[src/rtl/isq_pkg.sv]
// Shared constants, codes and types for the indexed sequence store.
package isq_pkg;

  localparam int unsigned DEPTH  = 64;
  localparam int unsigned ADDR_W = $clog2(DEPTH);
  localparam int unsigned CNT_W  = $clog2(DEPTH + 1);
  localparam int unsigned DATA_W = 32;

  localparam logic [1:0] ACT_READ   = 2'd0;
  localparam logic [1:0] ACT_INSERT = 2'd1;
  localparam logic [1:0] ACT_DELETE = 2'd2;

  localparam logic [1:0] ST_DONE  = 2'd0;
  localparam logic [1:0] ST_RANGE = 2'd1;
  localparam logic [1:0] ST_FULL  = 2'd2;

  typedef enum logic [2:0] {
    S_IDLE,
    S_EXEC,
    S_RDATA,
    S_INS,
    S_INS_LAST,
    S_DEL,
    S_OUT
  } state_t;

endpackage

[src/rtl/indexed_sequence_store.sv]
// Indexed sequence store: ordered list of signed words kept in one RAM.
//
// Input channel in_*: one transfer carries an action (read, insert at
// position, delete at position), a position and a value. Output channel
// out_*: one transfer per input item with the read value, a status
// (done, position out of range, store full) and the entry count after it.
// Items are handled one at a time. A read in range goes through a RAM read
// state. Out-of-range, full, unused action, append and delete of the last
// entry move nothing; an insert inside the sequence moves each later entry up
// one slot and a delete inside it each later entry down one slot, since every
// moved entry is read from and written back to the single entry RAM.
// The next item is accepted once the previous result sits in the output
// register, so one result may wait while the next item is worked on.
// A stalled receiver holds the output register; a finished result then
// waits in the block until the register frees up.
// Reset (rst_n low, synchronous) empties the store and holds in_tready low;
// entry contents are not cleared, since only entries below the count are read.
module indexed_sequence_store (
  input  logic        clk,
  input  logic        rst_n,
  input  logic        in_tvalid,
  output logic        in_tready,
  input  logic [39:0] in_tdata,   // action[1:0], position[7:2], value[39:8]
  output logic        out_tvalid,
  input  logic        out_tready,
  output logic [47:0] out_tdata   // read_value[31:0], status[33:32], count[40:34]
);

  isq_pkg::state_t state_r, state_nxt;

  logic [1:0]                   act_r;
  logic [isq_pkg::ADDR_W-1:0]   pos_r;
  logic [isq_pkg::DATA_W-1:0]   val_r;
  logic [isq_pkg::ADDR_W-1:0]   idx_r, idx_nxt;
  logic [isq_pkg::CNT_W-1:0]    count_r, count_nxt;
  logic [isq_pkg::DATA_W-1:0]   res_val_r, res_val_nxt;
  logic [1:0]                   res_st_r, res_st_nxt;

  logic                         out_valid_r;
  logic [isq_pkg::DATA_W-1:0]   out_val_r;
  logic [1:0]                   out_st_r;
  logic [isq_pkg::CNT_W-1:0]    out_cnt_r;

  logic                         we;
  logic [isq_pkg::ADDR_W-1:0]   waddr;
  logic [isq_pkg::DATA_W-1:0]   wdata;
  logic [isq_pkg::ADDR_W-1:0]   raddr;
  logic [isq_pkg::DATA_W-1:0]   rdata;

  logic                         in_xfer;
  logic                         out_load;
  logic [isq_pkg::CNT_W-1:0]    pos_ext;
  logic [isq_pkg::CNT_W-1:0]    idx_ext;

  isq_ram #(
    .WIDTH (isq_pkg::DATA_W),
    .DEPTH (isq_pkg::DEPTH)
  ) u_ram (
    .clk     (clk),
    .we      (we),
    .waddr   (waddr),
    .wdata   (wdata),
    .raddr   (raddr),
    .rdata_r (rdata)
  );

  assign in_tready = rst_n && (state_r == isq_pkg::S_IDLE);
  assign in_xfer   = in_tvalid && in_tready;
  assign out_load  = (state_r == isq_pkg::S_OUT) && (!out_valid_r || out_tready);
  assign pos_ext   = {1'b0, pos_r};
  assign idx_ext   = {1'b0, idx_r};

  always_ff @(posedge clk) begin
    if (!rst_n) begin
      state_r <= isq_pkg::S_IDLE;
      count_r <= '0;
    end else begin
      state_r <= state_nxt;
      count_r <= count_nxt;
    end
  end

  always_ff @(posedge clk) begin
    if (in_xfer) begin
      act_r <= in_tdata[1:0];
      pos_r <= in_tdata[7:2];
      val_r <= in_tdata[39:8];
    end
    idx_r     <= idx_nxt;
    res_val_r <= res_val_nxt;
    res_st_r  <= res_st_nxt;
  end

  always_comb begin
    state_nxt   = state_r;
    idx_nxt     = idx_r;
    count_nxt   = count_r;
    res_val_nxt = res_val_r;
    res_st_nxt  = res_st_r;
    we          = 1'b0;
    waddr       = idx_r;
    wdata       = rdata;
    raddr       = pos_r;
    case (state_r)
      isq_pkg::S_IDLE: begin
        if (in_xfer) begin
          state_nxt = isq_pkg::S_EXEC;
        end
      end
      isq_pkg::S_EXEC: begin
        res_val_nxt = '0;
        res_st_nxt  = isq_pkg::ST_DONE;
        state_nxt   = isq_pkg::S_OUT;
        case (act_r)
          isq_pkg::ACT_READ: begin
            if (pos_ext < count_r) begin
              raddr     = pos_r;
              state_nxt = isq_pkg::S_RDATA;
            end else begin
              res_val_nxt = '1;
              res_st_nxt  = isq_pkg::ST_RANGE;
            end
          end
          isq_pkg::ACT_INSERT: begin
            if (pos_ext > count_r) begin
              res_st_nxt = isq_pkg::ST_RANGE;
            end else if (count_r >= isq_pkg::CNT_W'(isq_pkg::DEPTH)) begin
              res_st_nxt = isq_pkg::ST_FULL;
            end else if (pos_ext == count_r) begin
              we        = 1'b1;
              waddr     = pos_r;
              wdata     = val_r;
              count_nxt = count_r + 1'b1;
            end else begin
              // walk down from the end, moving each entry up one slot
              idx_nxt   = count_r[isq_pkg::ADDR_W-1:0];
              raddr     = count_r[isq_pkg::ADDR_W-1:0] - 1'b1;
              state_nxt = isq_pkg::S_INS;
            end
          end
          isq_pkg::ACT_DELETE: begin
            if (pos_ext >= count_r) begin
              res_st_nxt = isq_pkg::ST_RANGE;
            end else if (pos_ext + 1'b1 == count_r) begin
              count_nxt = count_r - 1'b1;
            end else begin
              idx_nxt   = pos_r;
              raddr     = pos_r + 1'b1;
              state_nxt = isq_pkg::S_DEL;
            end
          end
          default: begin
          end
        endcase
      end
      isq_pkg::S_RDATA: begin
        res_val_nxt = rdata;
        state_nxt   = isq_pkg::S_OUT;
      end
      isq_pkg::S_INS: begin
        we      = 1'b1;
        waddr   = idx_r;
        wdata   = rdata;
        idx_nxt = idx_r - 1'b1;
        raddr   = idx_r - 2'd2;
        if (idx_r - 1'b1 == pos_r) begin
          state_nxt = isq_pkg::S_INS_LAST;
        end
      end
      isq_pkg::S_INS_LAST: begin
        we        = 1'b1;
        waddr     = pos_r;
        wdata     = val_r;
        count_nxt = count_r + 1'b1;
        state_nxt = isq_pkg::S_OUT;
      end
      isq_pkg::S_DEL: begin
        we      = 1'b1;
        waddr   = idx_r;
        wdata   = rdata;
        idx_nxt = idx_r + 1'b1;
        raddr   = idx_r + 2'd2;
        if (idx_ext + 2'd2 >= count_r) begin
          count_nxt = count_r - 1'b1;
          state_nxt = isq_pkg::S_OUT;
        end
      end
      isq_pkg::S_OUT: begin
        if (out_load) begin
          state_nxt = isq_pkg::S_IDLE;
        end
      end
      default: begin
        state_nxt = isq_pkg::S_IDLE;
      end
    endcase
  end

  // hold the result until the receiver takes it
  always_ff @(posedge clk) begin
    if (!rst_n) begin
      out_valid_r <= 1'b0;
    end else if (out_load) begin
      out_valid_r <= 1'b1;
    end else if (out_tready) begin
      out_valid_r <= 1'b0;
    end
  end

  always_ff @(posedge clk) begin
    if (out_load) begin
      out_val_r <= res_val_r;
      out_st_r  <= res_st_r;
      out_cnt_r <= count_r;
    end
  end

  assign out_tvalid = out_valid_r;
  assign out_tdata  = {7'd0, out_cnt_r, out_st_r, out_val_r};

`ifndef SYNTHESIS
  a_count_bound: assert property (@(posedge clk) disable iff (!rst_n)
    count_r <= isq_pkg::CNT_W'(isq_pkg::DEPTH))
    else $error("entry count above depth");

  a_full_count: assert property (@(posedge clk) disable iff (!rst_n)
    out_valid_r && out_st_r == isq_pkg::ST_FULL |->
      out_cnt_r == isq_pkg::CNT_W'(isq_pkg::DEPTH) && out_val_r == '0)
    else $error("full status with store not full");

  a_one_item: assert property (@(posedge clk) disable iff (!rst_n)
    in_xfer |=> !in_tready)
    else $error("second item taken while busy");

  a_write_range: assert property (@(posedge clk) disable iff (!rst_n)
    we |-> {1'b0, waddr} <= count_r)
    else $error("write beyond end of sequence");
`endif

endmodule

[src/rtl/isq_ram.sv]
// Generic single-write, single-read RAM with registered read data.
module isq_ram #(
  parameter int unsigned WIDTH = 32,
  parameter int unsigned DEPTH = 64
) (
  input  logic                     clk,
  input  logic                     we,
  input  logic [$clog2(DEPTH)-1:0] waddr,
  input  logic [WIDTH-1:0]         wdata,
  input  logic [$clog2(DEPTH)-1:0] raddr,
  output logic [WIDTH-1:0]         rdata_r
);

  logic [WIDTH-1:0] mem [DEPTH];

  always_ff @(posedge clk) begin
    if (we) begin
      mem[waddr] <= wdata;
    end
    rdata_r <= mem[raddr];
  end

endmodule

[config.mk]
export PLATFORM = sky130hd
export DESIGN_NAME = indexed_sequence_store
export DESIGN_NICKNAME = d
export VERILOG_FILES = /design/src/rtl/isq_pkg.sv /design/src/rtl/indexed_sequence_store.sv /design/src/rtl/isq_ram.sv
export SDC_FILE = /design/constraint.sdc
export NUM_CORES = 2
export LEC_CHECK = 0
export BUFFER_PORTS_ARGS = -buffer_cell sky130_fd_sc_hd__buf_2
export CAP_MARGIN = 10
export CORE_AREA = 2 2 340 679
export CTS_CLUSTER_DIAMETER = 80
export DETAILED_ROUTE_END_ITERATION = 10
export DIE_AREA = 0 0 342 681
export GPL_TIMING_DRIVEN = 0
export SLEW_MARGIN = 20
export SYNTH_ARGS = -nofsm -noshare
export SYNTH_HDL_FRONTEND = slang
export SYNTH_SLANG_ARGS = --single-unit
export TNS_END_PERCENT = 1
[constraint.sdc]
create_clock -name clk -period 4.9 [get_ports clk]
set_input_delay 0 -clock clk [delete_from_list [all_inputs] [get_ports clk]]
set_output_delay 0 -clock clk [all_outputs]
set_load 0.05 [all_outputs]
==> flow_metrics.tcl <==
set metrics [dict create \
    cts_tree "yes" \
    drv_slew 0 \
    drive_above_1_share 0.1981 \
    post-synth-top-count-cell "edfxtp_1" \
    max_freq_mhz 196.6 \
    fill_cells 19620 \
    crit_path_frequent_cell "buf_4" \
    synth_cells 6351 \
    drtIter0Drc 5808 \
    synth.largest_area_cell "edfxtp_1" \
    synth_edf_count 2169 \
    hold_path.class "input pin to register" \
    clock-sinks 2212 \
    cp_slowest_stage_delay_ns 0.50 \
    synth_area_leaders "edfxtp_1 74%, nand2_1 4.7%, a211oi_1 3.2%" \
    die_w_um 342 \
    dr_total_vias 59060 \
    path_class "register to register" \
    gp_congestion 0.9872 \
    r2r_cells 18 \
    port_buffers 86 \
    cap_violations 0 \
    root_buffer "clkbuf_16" \
    powerDensity_nw_per_um2 606.7 \
    clockBufferDepth 4 \
    p_leak_nw 36.37 \
    ant_nets 0 \
    failed_checks "setup timing" \
    io_pins 94 \
    cp-end-kind "register" \
    hpwl_um 238100 \
    setup_viol 188 \
    clkPwrFrac 0.232 \
    worstSkewPairLatency_ns 0.87 \
    ys_seq_area_frac 0.7463 \
    numCtsBuffers 195 \
    status "complete, but fails checks" \
    worstPathArrival_ns 5.89 \
    layoutNonFillerInstCount 10130 \
    synth_common_cells "2169 x edfxtp_1, 1108 x nand2_1, 411 x and3_1" \
    num_rows 248 \
    antenna_found_initial 25 \
    yosysWarnings 0 \
    synthArstFlopShare 0 \
    seqPwrFrac 0.374 \
    combPwrFrac 0.395 \
    areaGrowthSynthToFinish_pct 21.56 \
    period_needed_ns 5.085 \
    grt_pass1_vias 59280 \
    yosysUniqueCellTypes 74 \
    max-slew-margin-rel 0.3048 \
    crit_required_ns 5.70 \
    p_int_mw 39.34 \
    cp_slowest_cell "or4b_1" \
    tightest_slew_ns 1.043 \
    grt_start_max_net_pins 65 \
    holdWs_ns 0.2775 \
    avgRoutedWirePerCell_um 32.27 \
    hold_violations 0 \
    fin_crit_sh 1.038 \
    placed_cells 9570 \
    die_height_um 681 \
    route.detailed.drc 0 \
    cts.clk_slew.worst_paths_ns 0.07 \
    yosys.area.top_type_share 0.7365 \
    initial_core_util 0.3883 \
    design.core.area_um2 227800 \
    final_util 0.4720 \
    grt_use_total 0.2754 \
    synth_area_um2 88430 \
    synth_flop_cell "edfxtp_1" \
    htreeDepth 4 \
    rrSetupSlack_ns -0.19 \
    finClkSkew_ns 0.06514 \
    avgSynthCellArea_um2 13.92 \
    grt_pass1_wl_um 446900 \
    grt_overflow 0 \
    finalWorstSetupSlack_ns -0.1853 \
    ir_drop_v 0.0003520 \
    wl_um 326800 \
    holdPathStages 4 \
    finalNetCount 7046 \
    viasPerCell 5.831 \
    dieArea_um2 232900 \
    switchingPower_mw 25.88 \
    power.share.switching 0.3968 \
    rsz0062_at_grt "true" \
    path_cells "buf_4 > ha_4 > nand3_4 > o21a_1 > or4b_1 > buf_4 > o221a_4 > o221ai_4 > buf_12 > buf_4 > clkbuf_2 > clkbuf_2 > and3_1 > a211oi_1 > o21ai_1 > o2111ai_1 > nor4_1 > and3_1" \
    start_kind "register" \
    drt-pass1-iter-count 8 \
    synth-seq-cells 2212 \
    cp_max_fo 10 \
]
[power by group through the flow]
stage,clock network (mW),registers [mW],logic (mW)
after floorplan,0,24.6,10.8
after detailed placement,0,24.8,22.7
after CTS,15.1,24.4,24.8
after global routing,15.8,24.4,26.5
after global placement,0,25.0,20.9
final,15.1,24.4,25.7
[cells in the final DEF (no fill, tap or decap), types with 83 or more instances in the layout]
cell	instances
nor2_1	123
a22o_1	93
nand2_1	1099
nand3_1	253
edfxtp_1	2169
a21oi_1	291
a211oi_1	372
clkbuf_1	167
a31oi_1	97
buf_2	177
buf_12	102
buf_4	141
a31o_2	84
dlygate4sd3_1	85
and3_1	405
clkbuf_16	201
o21ai_0	83
clkbuf_2	103
[kinds of logic (layout without fill, tap and decap cells)]
kind of cell             Yosys count  after routing  synth area share
AO/OA/AOI/OAI                   1408           1408            0.1080
XOR/XNOR                          38             38          0.003764
adder cells (fa/ha/maj)           31             31          0.004443
buffers and inverters            516           1275           0.02391
flip-flops                      2212           2212            0.7463
multiplexers                      42             42          0.005207
other                              1             20        0.00004241
AND/OR/NAND/NOR                 2103           2103            0.1083
[path summary, 6_finish.rpt]
path,startpoint,to
worst min register to register,res_val_r[29],out_val_r[29]
worst max register to register,pos_r[0],u_ram.rdata_r[29]
worst min-delay path,rst_n,state_r[1]
worst max-delay path,pos_r[0],u_ram.rdata_r[29]
[critical path, delay by kind of cell, from the launching register on]
kind                       cells  cell delay, ns
buffers and inverters          6            1.56
AOI/OAI and AO/OA              6            1.41
and+or+nand+nor                5            1.37
DFF                            1            0.48
adders and majority gates      1            0.17
[sequential cells by signal, indices dropped and copies added, names as in the netlist, 6 cells and up]
| signal | cells |
|---|---|
| count_r | 7 |
| idx_r | 6 |
| out_cnt_r | 7 |
| out_val_r | 32 |
| pos_r | 6 |
| res_val_r | 32 |
| u_ram.mem | 2048 |
| u_ram.rdata_r | 32 |
| val_r | 32 |
[metal layers]
layer  vias up  track usage  part of all wire
met3       970      0.04144             0.059
li1      25580            -                 -
met1     29770       0.2555              0.30
met2      2733       0.5027              0.52
met4        14       0.2694              0.12
met5         -            0           0.00029
[timing repair]
action	4_1_cts	5_1_grt
hold endpoints to repair	75	0
gates resized for setup	735	120
cloned	0	1
pin swaps	75	23
hold buffers	85	0
setup buffers	102	27
endpoints found under the setup margin	2292	659
[layout make-up]
| class | instances | area (um2) | share of cell area |
|---|---|---|---|
| sequential | 2212 | 66000 | 0.6140 |
| multi-input combinational | 3629 | 23350 | 0.2172 |
| timing repair buffer | 428 | 5429 | 0.05050 |
| clock buffer | 243 | 5186 | 0.04824 |
| tap | 3000 | 3754 | 0.03492 |
| buffer | 475 | 2813 | 0.02617 |
| clock inverter | 98 | 808.3 | 0.007519 |
| inverter | 31 | 126.4 | 0.001176 |
| antenna | 13 | 32.53 | 0.0003026 |
[metrics by stage]
stage | TNS, ns | cell area, um2 | power [mW] | setup slack, ns
4_1_cts | -0.2750 | 106800 | 64.29 | -0.06689
3_3_place_gp | -7205.25 | 92640 | 45.81 | -3.711
5_1_grt | -7.400 | 107500 | 66.65 | -0.1571
2_1_floorplan | 0 | 88450 | 35.41 | 0.3502
3_5_place_dp | -2013.00 | 96150 | 47.42 | -2.571
6_report | -4.389 | 107500 | 65.22 | -0.1853
(Power assumes the default switching activity.)
